===== src/hdl/mtbpl_pkg.sv =====
package mtbpl_pkg;

  localparam int unsigned DataW          = 32;
  localparam int unsigned ShiftW         = 5;
  localparam int unsigned CountOutW      = 5;
  localparam int unsigned CfgIdxW        = 2;
  localparam int unsigned DefTableDepth  = 16;
  localparam int unsigned DefAddrBits    = 32;

  localparam logic [CfgIdxW-1:0] CfgExpectedPattern = 2'd0;
  localparam logic [CfgIdxW-1:0] CfgPageShift       = 2'd1;

  localparam logic [DataW-1:0]  ExpectedReset  = 32'hFFFF_FFFF;
  localparam logic [ShiftW-1:0] PageShiftReset = 5'd12;
  localparam logic [DataW-1:0]  CountTop       = 32'hFFFF_FFFF;

  typedef enum logic [1:0] {
    ST_IDLE,
    ST_SEARCH,
    ST_DONE
  } state_e;

  typedef struct packed {
    logic valid;
    logic hit;
  } tok_ctrl_t;

endpackage


===== src/hdl/mtbpl_cell.sv =====
module mtbpl_cell #(
  parameter int unsigned CELL_IDX = 0,
  parameter int unsigned ENTRY_W  = 32,
  parameter int unsigned CNT_W    = 5
) (
  input  logic                  clk_i,
  input  logic                  rst_ni,
  input  mtbpl_pkg::tok_ctrl_t  tok_ctrl_i,
  input  logic [ENTRY_W-1:0]    tok_page_i,
  output mtbpl_pkg::tok_ctrl_t  tok_ctrl_o,
  output logic [ENTRY_W-1:0]    tok_page_o,
  input  logic [CNT_W-1:0]      entry_count_i,
  input  logic                  wr_en_i,
  input  logic [ENTRY_W-1:0]    wr_page_i
);
  import mtbpl_pkg::*;

  logic [ENTRY_W-1:0] entry_q;
  logic               entry_hit;
  tok_ctrl_t          tok_ctrl_d;
  tok_ctrl_t          tok_ctrl_q;
  logic [ENTRY_W-1:0] tok_page_q;

  assign entry_hit = (entry_count_i > CNT_W'(CELL_IDX)) && (entry_q == tok_page_i);

  always_comb begin
    tok_ctrl_d.valid = tok_ctrl_i.valid;
    tok_ctrl_d.hit   = tok_ctrl_i.hit | (tok_ctrl_i.valid & entry_hit);
  end

  always_ff @(posedge clk_i) begin
    if (wr_en_i && (entry_count_i == CNT_W'(CELL_IDX))) begin
      entry_q <= wr_page_i;
    end
  end

  always_ff @(posedge clk_i or negedge rst_ni) begin
    if (!rst_ni) begin
      tok_ctrl_q <= '0;
    end else begin
      tok_ctrl_q <= tok_ctrl_d;
    end
  end

  always_ff @(posedge clk_i) begin
    tok_page_q <= tok_page_i;
  end

  assign tok_ctrl_o = tok_ctrl_q;
  assign tok_page_o = tok_page_q;

endmodule


===== src/hdl/memory_test_bad_page_logger_top.sv =====
// Channel   Direction  Handshake                  Payload
// cfg       in         cfg_valid_i / cfg_ready_o  cfg_index_i, cfg_data_i
// in        in         in_valid_i / in_stall_o    word_address_i, read_data_i, last_word_i
// out       out        out_valid_o / out_stall_i  mismatch_o .. test_passed_o
//
// A matching word goes from IDLE straight to DONE, and back to IDLE once its result is registered.
// A bad word goes through SEARCH before DONE: its page walks the cell row one cell per cycle.
// One word is in flight at a time; the result register lets the next word in
// while a result is still stalled on the output side.
// Reset clears the bad word count and the table fill count, and restores the configuration
// to its defaults.
module memory_test_bad_page_logger_top #(
  parameter int unsigned TABLE_DEPTH = mtbpl_pkg::DefTableDepth,
  parameter int unsigned ADDR_BITS   = mtbpl_pkg::DefAddrBits
) (
  input  logic                                clk_i,
  input  logic                                rst_ni,
  input  logic                                cfg_valid_i,
  output logic                                cfg_ready_o,
  input  logic [mtbpl_pkg::CfgIdxW-1:0]       cfg_index_i,
  input  logic [mtbpl_pkg::DataW-1:0]         cfg_data_i,
  input  logic                                in_valid_i,
  output logic                                in_stall_o,
  input  logic [mtbpl_pkg::DataW-1:0]         word_address_i,
  input  logic [mtbpl_pkg::DataW-1:0]         read_data_i,
  input  logic                                last_word_i,
  output logic                                out_valid_o,
  input  logic                                out_stall_i,
  output logic                                mismatch_o,
  output logic                                new_bad_page_o,
  output logic [mtbpl_pkg::DataW-1:0]         page_address_o,
  output logic                                table_overflow_o,
  output logic [mtbpl_pkg::CountOutW-1:0]     bad_page_count_o,
  output logic [mtbpl_pkg::DataW-1:0]         bad_word_total_o,
  output logic                                test_passed_o
);
  import mtbpl_pkg::*;

  localparam int unsigned EntryW = (ADDR_BITS < DataW) ? ADDR_BITS : DataW;
  localparam int unsigned CntW   = $clog2(TABLE_DEPTH + 1);
  localparam logic [DataW-1:0] AddrMask =
    (ADDR_BITS >= DataW) ? {DataW{1'b1}} : DataW'((64'd1 << ADDR_BITS) - 64'd1);

  state_e state_q, state_d;

  logic [DataW-1:0]  expected_q;
  logic [ShiftW-1:0] page_shift_q;

  logic             accept;
  logic             bad_in;
  logic [DataW-1:0] page_in;

  logic [DataW-1:0] page_q;
  logic             bad_q;
  logic             last_q;
  logic             hit_q;

  logic [CntW-1:0]  count_q, count_d;
  logic [DataW-1:0] total_q, total_d;
  logic             room;
  logic             new_page;
  logic             added;
  logic             dropped;
  logic             done_fire;
  logic             wr_en;

  tok_ctrl_t         chain_ctrl [TABLE_DEPTH+1];
  logic [EntryW-1:0] chain_page [TABLE_DEPTH+1];

  logic             out_valid_q, out_valid_d;
  logic             mismatch_q;
  logic             new_bad_page_q;
  logic [DataW-1:0] page_address_q;
  logic             table_overflow_q;
  logic [CountOutW-1:0] bad_page_count_q;
  logic [DataW-1:0] bad_word_total_q;
  logic             test_passed_q;

  assign cfg_ready_o = 1'b1;

  always_ff @(posedge clk_i or negedge rst_ni) begin
    if (!rst_ni) begin
      expected_q   <= ExpectedReset;
      page_shift_q <= PageShiftReset;
    end else if (cfg_valid_i && cfg_ready_o) begin
      unique case (cfg_index_i)
        CfgExpectedPattern: expected_q   <= cfg_data_i;
        CfgPageShift:       page_shift_q <= cfg_data_i[ShiftW-1:0];
        default: ;
      endcase
    end
  end

  assign accept  = in_valid_i && !in_stall_o;
  assign bad_in  = read_data_i != expected_q;
  assign page_in = word_address_i & AddrMask & ({DataW{1'b1}} << page_shift_q);

  always_comb begin
    in_stall_o = 1'b1;
    done_fire  = 1'b0;
    unique case (state_q)
      ST_IDLE:   in_stall_o = 1'b0;
      ST_SEARCH: ;
      ST_DONE:   done_fire  = !out_valid_q || !out_stall_i;
      default: ;
    endcase
  end

  always_comb begin
    state_d = state_q;
    unique case (state_q)
      ST_IDLE: begin
        if (accept) begin
          state_d = bad_in ? ST_SEARCH : ST_DONE;
        end
      end
      ST_SEARCH: begin
        if (chain_ctrl[TABLE_DEPTH].valid) begin
          state_d = ST_DONE;
        end
      end
      ST_DONE: begin
        if (done_fire) begin
          state_d = ST_IDLE;
        end
      end
      default: state_d = ST_IDLE;
    endcase
  end

  always_ff @(posedge clk_i or negedge rst_ni) begin
    if (!rst_ni) begin
      state_q <= ST_IDLE;
    end else begin
      state_q <= state_d;
    end
  end

  always_ff @(posedge clk_i) begin
    if (accept) begin
      page_q <= page_in;
      bad_q  <= bad_in;
      last_q <= last_word_i;
      hit_q  <= 1'b0;
    end else if ((state_q == ST_SEARCH) && chain_ctrl[TABLE_DEPTH].valid) begin
      hit_q <= chain_ctrl[TABLE_DEPTH].hit;
    end
  end

  assign chain_ctrl[0].valid = accept && bad_in;
  assign chain_ctrl[0].hit   = 1'b0;
  assign chain_page[0]       = page_in[EntryW-1:0];

  for (genvar i = 0; i < TABLE_DEPTH; i++) begin : g_cell
    mtbpl_cell #(
      .CELL_IDX (i),
      .ENTRY_W  (EntryW),
      .CNT_W    (CntW)
    ) u_cell (
      .clk_i         (clk_i),
      .rst_ni        (rst_ni),
      .tok_ctrl_i    (chain_ctrl[i]),
      .tok_page_i    (chain_page[i]),
      .tok_ctrl_o    (chain_ctrl[i+1]),
      .tok_page_o    (chain_page[i+1]),
      .entry_count_i (count_q),
      .wr_en_i       (wr_en),
      .wr_page_i     (page_q[EntryW-1:0])
    );
  end

  always_comb begin
    room     = count_q < CntW'(TABLE_DEPTH);
    new_page = bad_q && !hit_q;
    added    = new_page && room;
    dropped  = new_page && !room;
    count_d  = added ? count_q + CntW'(1) : count_q;
    total_d  = (bad_q && (total_q != CountTop)) ? total_q + DataW'(1) : total_q;
    wr_en    = done_fire && added;
  end

  always_ff @(posedge clk_i or negedge rst_ni) begin
    if (!rst_ni) begin
      count_q <= '0;
      total_q <= '0;
    end else if (done_fire) begin
      count_q <= count_d;
      total_q <= total_d;
    end
  end

  assign out_valid_d = done_fire ? 1'b1 : (out_valid_q && out_stall_i);

  always_ff @(posedge clk_i or negedge rst_ni) begin
    if (!rst_ni) begin
      out_valid_q <= 1'b0;
    end else begin
      out_valid_q <= out_valid_d;
    end
  end

  always_ff @(posedge clk_i) begin
    if (done_fire) begin
      mismatch_q       <= bad_q;
      new_bad_page_q   <= added;
      page_address_q   <= page_q;
      table_overflow_q <= dropped;
      bad_page_count_q <= CountOutW'(count_d);
      bad_word_total_q <= total_d;
      test_passed_q    <= last_q && (total_d == '0);
    end
  end

  assign out_valid_o      = out_valid_q;
  assign mismatch_o       = mismatch_q;
  assign new_bad_page_o   = new_bad_page_q;
  assign page_address_o   = page_address_q;
  assign table_overflow_o = table_overflow_q;
  assign bad_page_count_o = bad_page_count_q;
  assign bad_word_total_o = bad_word_total_q;
  assign test_passed_o    = test_passed_q;

endmodule


===== config.mk =====
export PLATFORM = sky130hd
export DESIGN_NAME = memory_test_bad_page_logger_top
export DESIGN_NICKNAME = d
export VERILOG_FILES = /design/src/hdl/mtbpl_pkg.sv /design/src/hdl/mtbpl_cell.sv /design/src/hdl/memory_test_bad_page_logger_top.sv
export SDC_FILE = /design/constraint.sdc
export NUM_CORES = 1
export LEC_CHECK = 0
export CORE_MARGIN = 4
export CORE_UTILIZATION = 62
export CTS_CLUSTER_SIZE = 10
export DETAILED_ROUTE_END_ITERATION = 12
export DONT_BUFFER_PORTS = 1
export PLACE_DENSITY = 0.79
export SYNTH_ARGS = -nofsm -noshare
export SYNTH_HDL_FRONTEND = slang
export SYNTH_SLANG_ARGS = --single-unit

===== constraint.sdc =====
create_clock -name clk_i -period 6.59 [get_ports clk_i]
set_input_delay 1.318 -clock clk_i [delete_from_list [all_inputs] [get_ports clk_i]]
set_output_delay 1.318 -clock clk_i [all_outputs]
set_load 0.05 [all_outputs]

**After elaboration in Yosys (flattened, before gate mapping)**

Cells that the tools add are included.
W data, S select, Z words.

- Word-level logic and storage cells: 235
- Register bits: 1209
- Input port bits: 104

- Bitwise gates (word level): 32
- Shift operators: 1
- Reductions and logical operators: 54
- Multiplexer cells: 10
- Equal/unequal tests: 39
- $lt $le $gt $ge: 17
- Add/subtract/negate cells: 2

Operators by type and width:

| kind | count |
|---|---|
| $eq A32 B32 Y1 | 16 |
| $logic_and A1 B1 Y1 | 42 |
| $eq A5 B4 Y1 const B | 8 |
| $gt A5 B4 Y1 const B | 8 |
| $add A32 B1 Y32 const B | 1 |
| $and A32 B32 Y32 | 1 |
| $logic_not A32 Y1 | 1 |
| $mux W32 | 1 |
| $ne A32 B32 Y1 | 1 |
| $ne A32 B32 Y1 const B | 1 |
| $shl A32 B5 Y32 const A | 1 |
| $eq A5 B3 Y1 const B | 4 |
| $gt A5 B3 Y1 const B | 4 |
| $and A1 B1 Y1 | 16 |
| $or A1 B1 Y1 | 15 |
| $eq A5 B2 Y1 const B | 2 |
| $gt A5 B1 Y1 const B | 2 |
| $gt A5 B2 Y1 const B | 2 |
| $mux W2 | 4 |
| $pmux W2 S3 | 1 |
| $add A5 B1 Y5 const B | 1 |
| $eq A5 B1 Y1 const B | 1 |
| $logic_not A5 Y1 | 1 |
| $lt A5 B5 Y1 const B | 1 |
| 11 further kinds | 20 |

**Depth between registers and ports, before layout**

- Depth after elaboration: 5
- Mapped depth: 10
- Depth with buffers taken out: 9

**Hierarchy**

Synthesis repeated with hierarchy kept, for this count alone.

- Cells, all modules: 2451
- Area total of the unflattened synthesis: 40827.9 um2

Modules (own cells, without submodules):

| module | area an instance (um2) | instances | cells an instance | seq. area each (um2) |
|---|---|---|---|---|
| memory_test_bad_page_logger_top | 8259.2 | 1 | 627 | 5202.5 |
| mtbpl_cell at g_cell[2].u_cell ... | 2038.2 | 2 | 115 | 1651.6 |
| mtbpl_cell at g_cell[0].u_cell ... | 2030.7 | 2 | 114 | 1651.6 |
| mtbpl_cell at g_cell[5].u_cell | 2067.0 | 1 | 114 | 1651.6 |
| mtbpl_cell at g_cell[3].u_cell | 2042.0 | 1 | 113 | 1651.6 |
| mtbpl_cell at g_cell[1].u_cell | 2040.7 | 1 | 113 | 1651.6 |
| mtbpl_cell at g_cell[10].u_cell | 2039.5 | 1 | 114 | 1651.6 |
| mtbpl_cell at g_cell[6].u_cell | 2039.5 | 1 | 115 | 1651.6 |
| mtbpl_cell at g_cell[11].u_cell | 2034.5 | 1 | 115 | 1651.6 |
| mtbpl_cell at g_cell[9].u_cell | 2033.2 | 1 | 114 | 1651.6 |
| mtbpl_cell at g_cell[12].u_cell | 2031.9 | 1 | 115 | 1651.6 |
| mtbpl_cell at g_cell[14].u_cell | 2030.7 | 1 | 113 | 1651.6 |
| mtbpl_cell at g_cell[13].u_cell | 2029.4 | 1 | 115 | 1651.6 |
| mtbpl_cell at g_cell[7].u_cell | 2021.9 | 1 | 113 | 1651.6 |
| mtbpl_cell at g_cell[15].u_cell | 2020.7 | 1 | 112 | 1651.6 |

**Worst setup path before layout**

No wires, ideal clock.

- Path type: input to register
- Start: input port out_stall_i
- End: register g_cell[3].u_cell.entry_q[0], enable pin
- Setup time: 0.502 ns
- Stages: 6
- Path buffers: 1
- Data arrival time: 5.016 ns
- Slack: 1.072 ns
- Cell sequence: nand2_1 -> nand2b_1 -> clkbuf_1 -> inv_1 -> nand2_1 -> nor4_1

- Word-level cells in the longest chain between the ends: 5

RTL lines:

| item | RTL line | text |
|---|---|---|
| start, declared | memory_test_bad_page_logger_top.sv:28 | `input logic out_stall_i,` |
| $logic_not A1 Y1 | memory_test_bad_page_logger_top.sv:104 | `ST_DONE: done_fire = !out_valid_q \|\| !out_stall_i;` |
| $logic_or A1 B1 Y1 | memory_test_bad_page_logger_top.sv:104 |  |
| $mux W1 | memory_test_bad_page_logger_top.sv:101 | `unique case (state_q)` |
| $logic_and A1 B1 Y1 | memory_test_bad_page_logger_top.sv:179 | `wr_en = done_fire && added;` |
| $logic_and A1 B1 Y1 | mtbpl_cell.sv:32 | `if (wr_en_i && (entry_count_i == CNT_W'(CELL_IDX))) begin` |
| end signal, assigned | mtbpl_cell.sv:33 | `entry_q <= wr_page_i;` |
| end, declared | mtbpl_cell.sv:18 | `logic [ENTRY_W-1:0] entry_q;` |

Every way passes these cells.
A chain may end at the register's enable or synchronous reset.

**Final worst setup path**

- Start: register total_q[0]
- End: register test_passed_q, in the netlist test_passed_o (data pin)

- Word-level cells in the longest chain between the ends: 5
- Elaborated cells between the ends (all ways): 6
- Those cells by class: add/sub (1); eq/ne (1); mux (1); reduce/logical (3)

RTL lines:

| item | RTL line | text |
|---|---|---|
| start, declared | memory_test_bad_page_logger_top.sv:59 | `logic [DataW-1:0] total_q, total_d;` |
| start signal, assigned | memory_test_bad_page_logger_top.sv:188 | `total_q <= total_d;` |
| branches (longest 2 deep; another with $add A32 B1 Y32) | n/a |  |
| $mux W32 (*) | memory_test_bad_page_logger_top.sv:178 | `total_d = (bad_q && (total_q != CountTop)) ? total_q + DataW'(1) : total_q;` |
| $logic_not A32 Y1 (*) | memory_test_bad_page_logger_top.sv:210 | `test_passed_q <= last_q && (total_d == '0);` |
| $logic_and A1 B1 Y1 (*) | memory_test_bad_page_logger_top.sv:210 |  |
| end signal, assigned | memory_test_bad_page_logger_top.sv:210 |  |
| end, declared | memory_test_bad_page_logger_top.sv:77 | `logic test_passed_q;` |

Every way passes the cells marked *.

==> out/qor.yml <==
run_status:
  status: "finished, final reports clean"
finish:
  layout.cells.non_filler: 3553
  nNetsFinal: 2700
  ff_latch_area_sq_um: 31000
  final_common_cell: "edfxtp_1"
  syn2layout_area_growth_pct: 13.3
  layout_common_cells: "edfxtp_1 (619), dfxtp_1 (481), xor2_1 (306)"
  fillerInstances: 3787
  drive_gt1_share_pct: 11.1
  final_util_pct: 71.5
  multi_input_area_sq_um: 8930
  stdcell_area_sq_um: 45400
cts:
  clk_pin_slew_ps: 60
  cts.htree.levels: 4
  cts_setup_buffers: 0
  cts_buffer_depth: 3
  clock_sinks: 1209
  cts_buffers: 138
  tritoncts: "yes"
  clock_latency_ps: 730
  cts.root.buffer_cell: "clkbuf_16"
  ctsResizeCount: 0
  holdBufCountCts: 0
yosys:
  synth_nets: 2551
  synth_flop_cell: "edfxtp_1"
  syn_area_sq_um: 40100
  postSynthCellCount: 2441
  yosysSeqAreaShare_pct: 77.3
  yosysTopAreaCellShare_pct: 46.4
  yosysWarningCount: 0
  synth_area_leader_cell: "edfxtp_1"
  synthTopCellsByArea: "edfxtp_1 (46%), dfxtp_1 (24%), xor2_1 (6.7%)"
  syn_area_per_cell_sq_um: 16.4
  synth-seq-cells: 1209
  ys_async_sr_fraction_pct: 9.02
  yosysUniqueCellTypes: 71
  synth_edf_count: 619
placement:
  dp.cells: 3296
  place_ws_ps: 2750
  io_buffer_count: 0
  place_area_sq_um: 41400
  finalWeightedCongestion: 0.911
  place_hpwl_mm: 67.4
timing:
  hold_violations: 0
  skew_ps: 29.7
  max-slew-margin-rel_pct: 16.7
  fmax_mhz: 276
  period_share_pct: 55.0
  min_period_ps: 3630
  layout_setup_ws_ps: 2960
  worstMarginPinSlew_ps: 1250
  slew_viol_final: 0
  hold_slack_ps: 297
  finalSetupViolations: 0
  timing.setup.tns_ps: 0
  rsz0062_at_grt: "no"
detailed_routing:
  totalWireLength_mm: 102
  drc: 0
  wl_per_cell_microns: 28.7
  drtIter0Drc: 2740
  vias: 21270
  drtAntennaViolNets: 0
  avgViaCountPerCell: 5.99
  dr.pass1.iters: 5
min_path:
  min_path_type: "input pin to asynchronous set/reset pin"
global_routing:
  gr-total-overflow: 0
  antenna_found_initial: 14
  grt_use_total_pct: 29.3
  grt_pass1_wl_mm: 146
  grt_pass1_vias: 21407
  grt_start_max_net_pins: 110
setup_path:
  worst-path-buf-inv: 0
  startpoint_type: "flip-flop"
  worstPathArrival_ps: 4210
  crit_family: "simple AND/OR/NAND/NOR gates"
  rrSetupSlack_ps: 2960
  path_class: "flip-flop to flip-flop"
  cp_data_required_time_ps: 7170
  slowest_delay_ps: 610
  path_cells: "ha_1, nand4_1, nor2_1, o21ai_2, nor3_2, nand3_1, a2111oi_0, nor4b_2, and4_1"
  cp_max_fo: 9
  critPathSlowestCell: "a2111oi_0"
  crit_path_end_kind: "flip-flop"
power_and_ir_drop:
  leakagePower_nw: 16.4
  power.total_mw: 17.1
  p_per_area_nw_per_um2: 376
  vdd_drop_max_uv: 277
floorplan:
  start_util_pct: 63.1
  coreArea_sq_um: 63500
  io_pins: 180
  die_area_sq_um: 68800
  rows: 92
  die_h_microns: 262
  die_w_microns: 262
run:
  max-cap-violations: 0
==> registers in the layout (all words and copies together), names as in the netlist <==
signal,count
g_cell.u_cell.tok_ctrl_o,32
g_cell.u_cell.entry_q,512
out_valid_o,1
expected_q,32
count_q,5
bad_word_total_o,32
mismatch_o,1
page_address_o,32
page_shift_q,5
table_overflow_o,1
g_cell.u_cell.tok_page_o,480
test_passed_o,1
bad_q,1
new_bad_page_o,1
bad_page_count_o,5
hit_q,1
page_q,32
last_q,1
state_q,2
total_q,32
==> worst register-to-register path: cells and delay by family, from the launching register on <==
kind,cells,cell delay [ps]
AO/OA/AOI/OAI,2,810
adder cells (fa/ha/maj),1,260
flip-flops,1,460
AND/OR/NAND/NOR,6,1940
==> metal layers <==
metal | global-route usage, % | routed length (microns)
met4 | 10.7 | 3400
met1 | 39.1 | 39200
met2 | 47.6 | 49800
met3 | 7.05 | 9490
met5 | 0 | 38
==> synth_stat cells, drive strengths merged (12+ instances only) <==
library cell / instances
edfxtp: 619
dfxtp: 481
xor2: 306
xnor2: 292
nand4: 90
nor4: 86
dfrtp: 75
nand2: 61
nor2: 50
nor3: 41
mux2: 38
dfstp: 34
inv: 28
nand3: 28
o21ai: 22
clkbuf: 21
and3: 19
and2: 16
a21oi: 12
buf: 12
==> cell families (layout without fill, tap and decap cells) <==
kind of cell | Yosys count | count (layout) | synth area share (%)
mux | 39 | 39 | 1.09
other cells | 1 | 6 | 0.00935
simple gates | 441 | 441 | 6.23
compound gates | 86 | 86 | 1.50
flops | 1209 | 1209 | 77.3
xor+xnor | 598 | 598 | 13.1
fa+ha+maj | 6 | 6 | 0.187
buf+inv | 61 | 322 | 0.624
==> cell type report <==
type                    count  share of cell area (%)
repair buffers             42                   0.694
inverters                  28                   0.234
flip-flops and latches   1209                    68.2
diodes                      5                  0.0275
clock inverters             8                   0.204
well taps                 846                    2.33
clock buffers             244                    8.66
multi-input cells        1171                    19.6
==> final timing paths <==
check                                                              start                                        to  depth (start not counted)
worst max-delay path                              total_q[0]$_DFFE_PN0P_                   test_passed_o$_DFFE_PP_                          9
worst min-delay path                                              rst_ni                   total_q[28]$_DFFE_PN0P_                          0
worst max register to register                    total_q[0]$_DFFE_PN0P_                   test_passed_o$_DFFE_PP_                          9
worst min register to register  g_cell[10].u_cell.tok_page_o[13]$_DFF_P_  g_cell[11].u_cell.tok_page_o[13]$_DFF_P_                          0
max in group asynchronous                                         rst_ni                expected_q[18]$_DFFE_PN1P_                          0
min in group clk_i              g_cell[10].u_cell.tok_page_o[13]$_DFF_P_  g_cell[11].u_cell.tok_page_o[13]$_DFF_P_                          0
==> where the power goes <==
part           switching [mW]  internal [mW]
combinational           0.597          0.365
clock                    2.84           4.03
sequential              0.639           8.59
total                    4.08           13.0
Power figures use the tool's default switching activity.
